`config.mk`:
```
export PLATFORM = sky130hd
export DESIGN_NAME = q2e_sqrt_cell
export DESIGN_NICKNAME = d
export VERILOG_FILES = /design/src/rtl/q2e_pkg.sv /design/src/rtl/q2e_sqrt_cell.sv
export SDC_FILE = /design/constraint.sdc
export NUM_CORES = 1
export LEC_CHECK = 0
export BUFFER_PORTS_ARGS = -buffer_cell sky130_fd_sc_hd__buf_2
export CORE_AREA = 2 2 331 333
export CTS_BUF_LIST = sky130_fd_sc_hd__clkbuf_2
export CTS_CLUSTER_SIZE = 40
export DETAILED_ROUTE_END_ITERATION = 12
export DIE_AREA = 0 0 333 335
export GPL_TIMING_DRIVEN = 0
export PLACE_DENSITY = 0.4
export SLEW_MARGIN = 10
export SYNTH_ARGS = -nofsm -noshare
export SYNTH_HDL_FRONTEND = slang
export SYNTH_SLANG_ARGS = --single-unit
export TNS_END_PERCENT = 100
```
`constraint.sdc`:
```
create_clock -name clk -period 3.6 [get_ports clk]
set_clock_uncertainty 0.05 [all_clocks]
set_input_delay 0.72 -clock clk [delete_from_list [all_inputs] [get_ports clk]]
set_output_delay 0.72 -clock clk [all_outputs]
set_load 0.02 [all_outputs]
```
`src/rtl/q2e_pkg.sv`:
```
// shared types, constants and functions of the quaternion to euler unit
package q2e_pkg;

  localparam int MaxStages = 24;
  localparam int SqrtSteps = 27;
  localparam int AngleLimit = 25736;
  localparam logic signed [31:0] PiQ28 = 32'sd843314857;
  localparam logic signed [31:0] HalfPiQ28 = 32'sd421657428;
  localparam logic signed [35:0] OneQ28 = 36'sd268435456;

  typedef struct packed {
    logic signed [35:0] x;
    logic signed [35:0] y;
    logic signed [31:0] z;
    logic               zero;
  } lane_t;

  typedef struct packed {
    logic [53:0] n;
    logic [53:0] res;
  } root_t;

  typedef struct packed {
    logic  vld;
    lane_t roll;
    lane_t yaw;
    root_t ra;
    root_t rb;
  } sq_stage_t;

  typedef struct packed {
    logic  vld;
    lane_t roll;
    lane_t pitch;
    lane_t yaw;
  } cd_stage_t;

  function automatic logic signed [31:0] atan_q28(input int idx);
    logic signed [31:0] v;
    unique case (idx)
      0: v = 32'sd210828714;
      1: v = 32'sd124459457;
      2: v = 32'sd65760959;
      3: v = 32'sd33381290;
      4: v = 32'sd16755422;
      5: v = 32'sd8385879;
      6: v = 32'sd4193963;
      7: v = 32'sd2097109;
      8: v = 32'sd1048571;
      9: v = 32'sd524287;
      10: v = 32'sd262144;
      11: v = 32'sd131072;
      12: v = 32'sd65536;
      13: v = 32'sd32768;
      14: v = 32'sd16384;
      15: v = 32'sd8192;
      16: v = 32'sd4096;
      17: v = 32'sd2048;
      18: v = 32'sd1024;
      19: v = 32'sd512;
      20: v = 32'sd256;
      21: v = 32'sd128;
      22: v = 32'sd64;
      23: v = 32'sd32;
      default: v = 32'sd0;
    endcase
    return v;
  endfunction

  // q.28 angle to q3.13, round half away from zero, saturate
  function automatic logic signed [15:0] to_q13(input logic signed [33:0] v);
    logic [34:0] mag;
    logic [34:0] r;
    logic [15:0] m;
    mag = v[33] ? 35'(-36'(v)) : 35'(v);
    r = (mag + 35'(1 << 14)) >> 15;
    if (r > 35'(AngleLimit)) begin
      m = 16'(AngleLimit);
    end else begin
      m = r[15:0];
    end
    return v[33] ? -$signed(m) : $signed(m);
  endfunction

endpackage

```
`src/rtl/q2e_sqrt_cell.sv`:
```
// one step of the bit-serial square root for both pitch radicands
module q2e_sqrt_cell #(
  parameter int BIT_POS = 52
) (
  input  logic                clk,
  input  logic                rst_n,
  input  logic                en,
  input  q2e_pkg::sq_stage_t  d_in,
  output q2e_pkg::sq_stage_t  d_out
);

  localparam logic [53:0] Bit = 54'(1) << BIT_POS;

  q2e_pkg::sq_stage_t stage_r;
  q2e_pkg::sq_stage_t stage_nxt;

  function automatic q2e_pkg::root_t step(input q2e_pkg::root_t r);
    q2e_pkg::root_t o;
    logic [53:0] trial;
    trial = r.res + Bit;
    if (r.n >= trial) begin
      o.n = r.n - trial;
      o.res = (r.res >> 1) + Bit;
    end else begin
      o.n = r.n;
      o.res = r.res >> 1;
    end
    return o;
  endfunction

  always_comb begin
    stage_nxt = d_in;
    stage_nxt.ra = step(d_in.ra);
    stage_nxt.rb = step(d_in.rb);
  end

  always_ff @(posedge clk) begin
    if (!rst_n) begin
      stage_r.vld <= 1'b0;
    end else if (en) begin
      stage_r.vld <= stage_nxt.vld;
    end
    if (en) begin
      stage_r.roll <= stage_nxt.roll;
      stage_r.yaw <= stage_nxt.yaw;
      stage_r.ra <= stage_nxt.ra;
      stage_r.rb <= stage_nxt.rb;
    end
  end

  assign d_out = stage_r;

endmodule

```
### Word-level counts from Yosys, hierarchy flattened

Cells that the tools add are included.

* add/subtract/negate cells: 6
* order comparisons: 2
* mux-type cells: 2

Operators with widths (count)
* 108-bit two-way mux: 2
* 53-bit by 53-bit adder with 54-bit output, second input constant: 2
* 54-bit by 53-bit adder with 54-bit output, second input constant: 2
* 54-bit greater-or-equal comparator: 2
* 54-bit subtractor: 2

* register bits after elaboration: 427
* input port bits: 430
* output and inout bits: 427

### Logic depth before layout (Yosys ltp)

* depth in word-level cells: 3
* depth in mapped cells: 15

### Worst setup path before layout

OpenSTA, ideal clock, no wires.

* path kind: input-to-reg
* from: in d_in[54] in the netlist's numbering
* to: reg stage_r (netlist bit d_out[55]) (data pin)
* data arrival time: 3327 ps
* required time: 3290 ps
* slack: -37 ps
* cell stages on the path: 14
* buffers on the path: 1
* cells stage by stage: inv_1 > ha_1 > inv_1 > fa_1 > a21o_1 > a221o_1 > o21ai_2 > a21oi_1 > a31oi_2 > o211ai_2 > a31oi_4 > o31ai_4 > buf_2 > mux2_2

RTL lines
* from (decl): RTL line q2e_sqrt_cell.sv:8 `input q2e_pkg::sq_stage_t d_in,`
* to (decl): RTL line q2e_sqrt_cell.sv:14 `q2e_pkg::sq_stage_t stage_r;`

==> summary.md <==
| Metric | Value |
|---|---|
| Status | finished with violations |
| Failing checks | hold timing, setup timing |
| Die Footprint | between 100000 and 150000 um^2 |
| Worst skew pair latency | 1270 ps |
| Final period util | 101.1% |
| Crit path cell chain | dlygate4sd3_1 > buf_2 > inv_1 > ha_1 > inv_1 > fa_1 > a21o_1 > a311o_1 > a21oi_4 > o211ai_4 > buf_4 > a21oi_2 > o221ai_2 > a2111oi_2 > xnor2_1 > mux2_2 |
| Setup TNS | -50.21 ps |
| Non-filler cells in the finished layout | just under 5000 |
| Top cells by count, synth | edfxtp_1, a21oi_1, nor2_1, inv_1, ha_1 |
| CP Buf/Inv Count | 5 |
| Ys async rst share | 0% |
| CP most frequent cell | inv_1 |
| Placed cell areas | ~27000 um^2 |
| Row Count | 121 |
| Cell Pwr Density | around 400 nW/um^2 |
| First-pass GRT wire length | 133100 um |
| Hold depth | 1 |
| Area contributors post-synth | edfxtp_1, ha_1, a21oi_1 |
| GRT overflow | 0 |
| Total CTS buffers | ~120 |
| Fmax | around 270 MHz |
| CTS tree | yes |
| Critical Path Source Type | input pin |
| Via-to-Cell Ratio | approximately 4 |
| Area leader, netlist | edfxtp_1 |
| Normalized max-slew margin | roughly two fifths |
| Post-synth top area share | between 60% and 70% |
| Crit path time final | ~3600 ps |
| Hold Vio Cnt, Final | 11 |
| Hold Path Class | in -> reg |
| Mapped Area | ~21000 um^2 |
| Largest net degree at the start of global routing | between 100 and 150 |
| Worst Path Required | 4540 ps |
| Reg-to-reg slack, setup | ~2300 ps |
| Routed WL | 92800 um |
| Residual DRC count | 0 |
| Wire per inst | roughly 19 um |
| Synth warn | 0 |
| Hold Path Sink | d_out[3]$_DFFE_PP_ |
| CP top delay family | compound AO/OA/AOI/OAI gates |
| EDFF count, synth | 426 |
| Worst slew pin tran | about 910 ps |
| Drt first-iter violations | about 910 |
| Main synth FF type | edfxtp_1 |
| Max reg flops | 427 |
| Final worst slack | -40.90 ps |
| Die W | between 300 and 400 um |
| Final Slew Violations | 0 |
| Vias | between 15000 and 20000 |
| P&R area growth vs syn | 71.83% |
| RR Endpoint | d_out[426]$_SDFFE_PN0P_ |
| Clock tree buffer depth | 3 |
| DP Worst Slack | -1650 ps |
| Gpl congestion | a little over 0.8 |
| Post-synthesis cell type count | 80 |
| Core area | 108100 um^2 |
| R2r startpoint | d_out[426]$_SDFFE_PN0P_ |
| Avg Inst Size Synth | approximately 13 um^2 |
| P_leak | between 15 and 20 nW |
| Register clock-pin slew on the reported worst setup and hold paths | approximately 120 ps |
| Num ports | between 800 and 900 |
| CP arrival | 4580 ps |
| Max Cap Viol | 0 |
| Worst-case vdd ir drop | about 280 uV |
| H-tree depth | 3 |
| # setup viols final | 2 |
| Die Ht | about 340 um |
| CP Max Fanout | 4 |
| Vias in the first global route | 21172 |
| Min-delay src | d_in[4] |
| Hold slack final | -353.7 ps |
| Post-DP HPWL | 70030 um |
| Detail Route Antenna Nets | 0 |
| Overall Global Routing Usage | 15.97% |
| Post-Place Cells | 3925 |
| Seq/Total Area, Yosys | around 62% |
| Cell area after layout | around 36000 um^2 |
| Most common cell in the netlist | edfxtp_1 |
| Clk sinks | 427 |
| FF+latch count, synth | approximately 430 |
| Critical path class | in -> reg |
| # nets final | 3926 |
| Initial antenna violation count | 13 |
| Initial core utilization | between 10% and 20% |
| Reg2Reg Depth | 3 |
| Clock root buffer | clkbuf_2 |
| Critical-path top delay cell | dlygate4sd3_1 |
| CP endpoint kind | flop |
| TritonRoute pass-1 iters | 5 |
| Buffers on Ports | around 860 |
| Layout cell share with drive strength beyond 1 | between 30 and 40% |
| Post-synthesis cell count | about 1700 |
| Mapped Nets | roughly 2200 |
| Worst path max stage delay | 560 ps |
==> placed cells by master, fill, tap and decap left out, types with 5 or more instances in the layout <==
cell type / synthesis / routed
diode_2: 0 / 6
nand3_1: 24 / 24
a221oi_1: 5 / 5
inv_1: 129 / 129
clkbuf_2: 2 / 179
and3_1: 6 / 6
o21ai_0: 51 / 50
clkbuf_1: 44 / 39
buf_4: 2 / 10
dlygate4sd3_1: 0 / 745
ha_1: 108 / 108
o31ai_1: 7 / 6
nand4_1: 31 / 31
nor2b_1: 9 / 9
nor3_1: 15 / 14
nand2_1: 90 / 90
nor2_1: 135 / 134
xnor2_1: 62 / 62
buf_2: 16 / 868
o21a_1: 5 / 5
o21bai_1: 20 / 20
a211oi_1: 6 / 6
a31oi_1: 18 / 17
clkinv_2: 0 / 6
clkinv_1: 0 / 25
and2_1: 5 / 5
a21o_1: 68 / 68
o211ai_1: 5 / 5
a21oi_1: 186 / 186
edfxtp_1: 426 / 426
mux2_2: 31 / 31
nand2b_1: 13 / 13
xor2_1: 43 / 43
==> final cells by class <==
cell class	instances	area (um^2)
well taps	1414	1769
clock buffers	173	865.8
fillers	11258	72490
flip-flops and latches	427	12810
clock inverters	39	236.5
plain buffers	70	362.8
repair buffers	1613	11920
diodes	6	15.01
multi-input cells	1024	7143
inverters	129	484.2
==> metal layers <==
metal / global-route usage [%] / share of wire, % / vias to the layer above
met4: 4.871 / 2.2 / 10
met1: 16.88 / 38 / 9385
met3: 5.019 / 7.6 / 131
li1: - / - / 9648
met2: 29.98 / 53 / 690
met5: 0 / 0.077 / -
==> report_power, final <==
group / switching, mW / internal (mW) / total [mW]
Combinational: 2.42 / 1.73 / 4.15
Clock: 2.35 / 1.41 / 3.76
Sequential: 0.134 / 6.06 / 6.19
==> kinds of logic after synthesis <==
| logic type | Yosys count | share of synthesized area [%] |
|---|---|---|
| compound gates | 430 | 13.52 |
| buf+inv | 200 | 4.045 |
| fa+ha+maj | 110 | 6.714 |
| simple gates | 346 | 7.650 |
| mux | 33 | 1.805 |
| flops | 427 | 61.82 |
| xor+xnor | 105 | 4.438 |
==> per-stage QoR <==
step	hold WS [ps]	util (%)	power, mW
floorplan	539.3	-	8.255
global placement	451.4	24.77	9.874
detailed placement	462.4	24.88	9.799
CTS	-787.4	32.44	14.34
global route	-563.0	32.94	14.94
finish	-353.7	32.94	14.10
==> timing repair <==
item | 4_1_cts | 5_1_grt
resized for setup | 3 | 20
hold endpoints to repair | 530 | 41
endpoints found under the setup margin | 4 | 92
pin swaps | 0 | 4
gates cloned | 0 | 0
hold buffers | 704 | 41
setup buffers | 0 | 8
==> worst max path at each step <==
stage | from | endpoint | slack (ps) | depth (start not counted)
3_5_place_dp | d_in[28] | d_out[60]$_DFFE_PP_ | -1650 | 15
4_1_cts | d_in[26] | d_out[60]$_DFFE_PP_ | 8 | 15
2_1_floorplan | d_in[162] | d_out[214]$_DFFE_PP_ | 10 | 13
5_1_grt | d_in[81] | d_out[56]$_DFFE_PP_ | -8 | 16
6_report | d_in[162] | d_out[214]$_DFFE_PP_ | -40 | 16
3_3_place_gp | en | d_out[237]$_DFFE_PP_ | -5640 | 1
Power figures use the tool's default switching activity.
