===== src/rtl/q2e_pkg.sv =====
// shared types, constants and functions of the quaternion to euler unit
package q2e_pkg;

  localparam int MaxStages = 24;
  localparam int SqrtSteps = 27;
  localparam int AngleLimit = 25736;
  localparam logic signed [31:0] PiQ28 = 32'sd843314857;
  localparam logic signed [31:0] HalfPiQ28 = 32'sd421657428;
  localparam logic signed [35:0] OneQ28 = 36'sd268435456;

  typedef struct packed {
    logic signed [35:0] x;
    logic signed [35:0] y;
    logic signed [31:0] z;
    logic               zero;
  } lane_t;

  typedef struct packed {
    logic [53:0] n;
    logic [53:0] res;
  } root_t;

  typedef struct packed {
    logic  vld;
    lane_t roll;
    lane_t yaw;
    root_t ra;
    root_t rb;
  } sq_stage_t;

  typedef struct packed {
    logic  vld;
    lane_t roll;
    lane_t pitch;
    lane_t yaw;
  } cd_stage_t;

  function automatic logic signed [31:0] atan_q28(input int idx);
    logic signed [31:0] v;
    unique case (idx)
      0: v = 32'sd210828714;
      1: v = 32'sd124459457;
      2: v = 32'sd65760959;
      3: v = 32'sd33381290;
      4: v = 32'sd16755422;
      5: v = 32'sd8385879;
      6: v = 32'sd4193963;
      7: v = 32'sd2097109;
      8: v = 32'sd1048571;
      9: v = 32'sd524287;
      10: v = 32'sd262144;
      11: v = 32'sd131072;
      12: v = 32'sd65536;
      13: v = 32'sd32768;
      14: v = 32'sd16384;
      15: v = 32'sd8192;
      16: v = 32'sd4096;
      17: v = 32'sd2048;
      18: v = 32'sd1024;
      19: v = 32'sd512;
      20: v = 32'sd256;
      21: v = 32'sd128;
      22: v = 32'sd64;
      23: v = 32'sd32;
      default: v = 32'sd0;
    endcase
    return v;
  endfunction

  // q.28 angle to q3.13, round half away from zero, saturate
  function automatic logic signed [15:0] to_q13(input logic signed [33:0] v);
    logic [34:0] mag;
    logic [34:0] r;
    logic [15:0] m;
    mag = v[33] ? 35'(-36'(v)) : 35'(v);
    r = (mag + 35'(1 << 14)) >> 15;
    if (r > 35'(AngleLimit)) begin
      m = 16'(AngleLimit);
    end else begin
      m = r[15:0];
    end
    return v[33] ? -$signed(m) : $signed(m);
  endfunction

endpackage


===== src/rtl/q2e_cordic_cell.sv =====
// one vectoring cordic rotation for the roll, pitch and yaw lanes
module q2e_cordic_cell #(
  parameter int IDX = 0
) (
  input  logic                clk,
  input  logic                rst_n,
  input  logic                en,
  input  q2e_pkg::cd_stage_t  d_in,
  output q2e_pkg::cd_stage_t  d_out
);

  localparam logic signed [31:0] Atan = q2e_pkg::atan_q28(IDX);

  q2e_pkg::cd_stage_t stage_r;
  q2e_pkg::cd_stage_t stage_nxt;

  function automatic q2e_pkg::lane_t rot(input q2e_pkg::lane_t l);
    q2e_pkg::lane_t o;
    logic signed [35:0] xs;
    logic signed [35:0] ys;
    xs = l.x >>> IDX;
    ys = l.y >>> IDX;
    o.zero = l.zero;
    if (!l.y[35]) begin
      o.x = l.x + ys;
      o.y = l.y - xs;
      o.z = l.z + Atan;
    end else begin
      o.x = l.x - ys;
      o.y = l.y + xs;
      o.z = l.z - Atan;
    end
    return o;
  endfunction

  always_comb begin
    stage_nxt.vld = d_in.vld;
    stage_nxt.roll = rot(d_in.roll);
    stage_nxt.pitch = rot(d_in.pitch);
    stage_nxt.yaw = rot(d_in.yaw);
  end

  always_ff @(posedge clk) begin
    if (!rst_n) begin
      stage_r.vld <= 1'b0;
    end else if (en) begin
      stage_r.vld <= stage_nxt.vld;
    end
    if (en) begin
      stage_r.roll <= stage_nxt.roll;
      stage_r.pitch <= stage_nxt.pitch;
      stage_r.yaw <= stage_nxt.yaw;
    end
  end

  assign d_out = stage_r;

endmodule


===== config.mk =====
export PLATFORM = sky130hd
export DESIGN_NAME = q2e_cordic_cell
export DESIGN_NICKNAME = d
export VERILOG_FILES = /design/src/rtl/q2e_pkg.sv /design/src/rtl/q2e_cordic_cell.sv
export SDC_FILE = /design/constraint.sdc
export NUM_CORES = 1
export LEC_CHECK = 0
export ABC_AREA = 0
export BUFFER_PORTS_ARGS = -buffer_cell sky130_fd_sc_hd__buf_2
export CORE_AREA = 2 2 245 247
export CTS_CLUSTER_SIZE = 30
export DETAILED_ROUTE_END_ITERATION = 10
export DIE_AREA = 0 0 247 249
export HOLD_SLACK_MARGIN = 0.15
export PLACE_DENSITY = 0.78
export SYNTH_ARGS = -nofsm -noshare
export SYNTH_HDL_FRONTEND = slang
export SYNTH_SLANG_ARGS = --single-unit

===== constraint.sdc =====
create_clock -name clk -period 5.41 [get_ports clk]
set_input_delay 1.082 -clock clk [delete_from_list [all_inputs] [get_ports clk]]
set_output_delay 1.082 -clock clk [all_outputs]
set_load 0.02 [all_outputs]

# Word-level counts from Yosys, hierarchy flattened
# Cells that the tools add are included.
[totals]
ff_bits = 316
inputBits = 319
output_inout_bits = 316
word_cells = 31
[op_classes]
add_sub_neg = 15
muxes = 3
[ops]
columns = ["operator", "count"]
rows = [
  ["$mux 104", 3],
  ["$sub 36x36->36", 6],
  ["$add 36x36->36", 3],
  ["$add 32x29->32 const B", 3],
  ["$sub 32x29->32 const B", 3],
]

# Depth between registers and ports, before layout
[depth]
depth_word = 2
ltp_mapped = 15
ltp_nobuf = 14

# Worst setup path after synthesis
# OpenSTA, ideal clock, no wires.
[synth_path]
path_kind = "input to register"
from = "input d_in[173] (netlist bit)"
to = "register stage_r, in the netlist d_out[137] (data pin)"
setup_ns = 0.266
arrival_ns = 4.592
required_ns = 5.144
path_slack_ns = 0.552
path_stages = 14
n_path_buf = 2
path_cell_list = "clkbuf_1 -> clkinv_1 -> clkbuf_1 -> ha_1 -> a21o_1 -> a2111oi_0 -> o22ai_1 -> a221o_1 -> a211oi_2 -> o21ai_1 -> a311oi_2 -> a21oi_1 -> nor4_1 -> nor4bb_1"
[synth_rtl]
columns = ["element", "line_no", "source"]
rows = [
  ["start, declared", "q2e_cordic_cell.sv:8", "input q2e_pkg::cd_stage_t d_in,"],
  ["end, declared", "q2e_cordic_cell.sv:14", "q2e_pkg::cd_stage_t stage_r;"],
]

==> summary.md <==
| Metric | Value |
|---|---|
| Outcome | finished, final reports clean |
| Fin util | 0.622 |
| Post-Synth Simple-Gate Area | 0.120 |
| Max reg flops | 313 |
| Clk Latency, worst-skew pair | 0.56 ns |
| Post-CTS Resized | 0 |
| Sequential share of power | 0.335 |
| Final std cells w/o fill | 4,983 |
| Clock power share | 0.268 |
| Hold Buf Count CTS | 0 |
| Post-CTS Setup Bufs | 0 |
| Dpl cell area | approximately 35,000 um2 |
| Dpl ws | 0.544 ns |
| Crit. Startpoint | d_in[138] |
| Core ar. | 58,700 um2 |
| Num rows | 89 |
| Synth async-reset ratio | 0 |
| CTS Root Cell | clkbuf_16 |
| Max Buffers Root-to-Sink | 3 |
| Post-synthesis mux area share | 0.0173 |
| Wire length on met1 | around 42,000 um |
| Worst Setup EP | d_out[170]$_DFFE_PP_ |
| CP Capture Type | flip-flop |
| Routability congestion estimate | 0.993 |
| PD cells | 275 nW/um2 |
| Slew headroom | 0.215 |
| Setup_tns | 0 ns |
| Critical path depth in cells | 16 |
| Vias after detailed routing | 29,900 |
| Clock sinks | 313 |
| DR WL met3 | 9120 um |
| Worst slew pin tran | 1.18 ns |
| CP Launch Type | primary input |
| Post-Route WL | around 100,000 um |
| Detailed-route DRC error count | 0 |
| First-pass GRT wire length | 157,000 um |
| FF+latch area | ~9400 um2 |
| Worst path max stage delay | about 0.51 ns |
| First DRT Iteration DRCs | 3,244 |
| Area of the multi-input gates | 20,000 um2 |
| Post-synthesis compound-gate area fraction | 0.250 |
| Max-slew violations | 0 |
| Die area | 61,500 um2 |
| Synthesis Warnings | 0 |
| Yosys reg bits | 313 |
| Final Hold Fails | 0 |
| CTS Buf Count | 39 |
| Critical-path top delay cell | a2111oi_0 |
| Commonest cells after routing, fill and taps aside | buf_2, a21oi_1, ha_1, inv_1, edfxtp_1 |
| Share of layout cells above drive strength 1 | 0.187 |
| Hpwl dp | between 80,000 and 90,000 um |
| Top layer in use | met5 |
| Clock slew at reported path FFs | ~0.06 ns |
| # setup viols final | 0 |
| Critical Path RT | 5.73 ns |
| Int Pwr | around 6.2 mW |
| Comb pwr share | 0.397 |
| Max Cap Violations | 0 |
| Period minus WS final | around 4.4 ns |
| R2R cell count | 2 |
| Reg-to-Reg Start | d_out[315]$_SDFFE_PN0P_ |
| Hold path cells | 2 |
| Synth Area in Adders | 0.173 |
| Final Cycle Share | 0.821 |
| TritonCTS clock tree | yes |
| Largest net degree at the start of global routing | ~110 |
| GR Overflow Total | 0 |
| RSZ-0062 raised after global routing | no |
| Crit path buffers/inverters | 3 |
| P&R area growth vs syn | 16.3% |
| Vias in the first global route | about 28,000 |
| Routed length on met2 | 47,600 um |
| Die X-Extent | 247 um |
| Max Freq | between 200 and 250 MHz |
| Net Sw Power | approximately 3.8 mW |
| H-tree depth | 2 |
| Crit Reg-Reg Endpoint | d_out[315]$_SDFFE_PN0P_ |
| CP arrival | 4.76 ns |
| NumNets Final | 4,896 |
| Post-Synth XOR/XNOR Area | 0.0799 |
| ANT nets after route | 0 |
| Die H | 249 um |
| Main synth FF type | edfxtp_1 |
| Largest family of logic cells by synthesized area | compound AO/OA/AOI/OAI gates |
| Critical setup path kind | primary input to flip-flop |
| Sw Ratio | 0.381 |
| Design area | 36,500 um2 |
| Cell Area, Synth | 31,400 um2 |
| Syn avg cell area | ~8.7 um2 |
| Worst-case vdd ir drop | 0.337 mV |
| Initial antenna violation count | 32 |
| CP delay by family, top | compound AO/OA/AOI/OAI gates |
| Vias/cell | about 6.0 |
| Cell variety after synth | 96 |
| Routed length per instance | 20.8 um |
| Class of the worst hold path | flip-flop to flip-flop |
| Starting density of the core | 0.534 |
| Post-synth EDFFs | 312 |
| Sequential area share after synthesis | 0.299 |
| Final Power | ~10 mW |
| Min Hold Slack | ~0.53 ns |
| Final setup margin | between 0.9 and 1 ns |
| Post-Syn Nets | 4,336 |
| Worst Clk Skew | 0 ns |
| Post-Synthesis Cells | between 3,000 and 4,000 |
| Leakage power total | 16.7 nW |
| Reg2Reg Setup Slack | 4.81 ns |
| Tot GR Track Use | 0.323 |
| Placed cells | 4,883 |
| Detailed Routing Iterations Pass 1 | 6 |
| Total I/O pin count | 635 |
| Crit-path cells | buf_2 -> inv_1 -> ha_1 -> fa_1 -> and2b_1 -> o31ai_1 -> a31oi_1 -> a21oi_1 -> o21ai_1 -> a21oi_1 -> o31ai_2 -> buf_4 -> a2111oi_0 -> or4_1 -> a31oi_1 -> xnor2_1 |
| Number of fill cells | just over 5,000 |
| Commonest non-fill, non-tap cell in the layout | buf_2 |
| Port Buffer Count | ~630 |
| CP max FO | 5 |
==> cells by family after synthesis <==
| logic type | after synthesis |
|---|---|
| AOI/OAI and AO/OA | 1216 |
| and+or+nand+nor | 800 |
| buffers and inverters | 496 |
| muxes | 54 |
| adders and majority gates | 426 |
| DFF | 313 |
| xor gates and xnor gates | 286 |
==> cell usage after synthesis, drive strengths merged (40+ instances only) <==
cell	number	area, um2
xnor2	232	2030
nor3	74	370
o21a	41	309
a21o	125	938
edfxtp	312	9370
ha	414	5180
o21ai	233	1180
nor2	299	1130
mux2i	53	531
nand3	55	275
clkbuf	83	312
nor2b	40	253
xor2	54	473
o21bai	82	616
a21oi	428	2150
inv	339	1270
buf	61	295
nand2	157	589
==> layout make-up <==
class	count	share of cell area
Clock inverter	23	0.00706
Inverter	352	0.0362
Antenna cell	31	0.00213
Clock buffer	46	0.0275
Timing Repair Buffer	663	0.0938
Sequential cell	313	0.257
Tap cell	773	0.0265
Multi-Input combinational cell	2782	0.550
==> worst min-delay path by stage <==
stage | from | to
floorplan | d_out[315]$_SDFFE_PN0P_ | d_out[315]$_SDFFE_PN0P_
global placement | d_out[315]$_SDFFE_PN0P_ | d_out[315]$_SDFFE_PN0P_
detailed placement | d_out[315]$_SDFFE_PN0P_ | d_out[315]$_SDFFE_PN0P_
CTS | d_out[315]$_SDFFE_PN0P_ | d_out[315]$_SDFFE_PN0P_
global route | d_out[315]$_SDFFE_PN0P_ | d_out[315]$_SDFFE_PN0P_
finish | d_out[315]$_SDFFE_PN0P_ | d_out[315]$_SDFFE_PN0P_
==> worst register-to-register path, cell delays in order, from the launching register on <==
cell and delay (ns):
dfxtp_1 0.31, mux2i_1 0.12, nor2b_1 0.06
==> routing by layer <==
metal | track usage | up-vias
li1 | - | 14100
met1 | 0.418 | 14000
met2 | 0.511 | 1500
met3 | 0.0656 | 256
met4 | 0.157 | 8
met5 | 0 | -
==> power groups by stage <==
stage	clock network [mW]	logic, mW	registers (mW)
global route	2.81	4.27	3.40
detailed placement	0	3.89	3.40
CTS	2.73	3.91	3.36
floorplan	0	2.07	3.90
global placement	0	3.87	3.39
finish	2.68	3.98	3.36
Note: power is estimated with default switching activity, not from simulation.
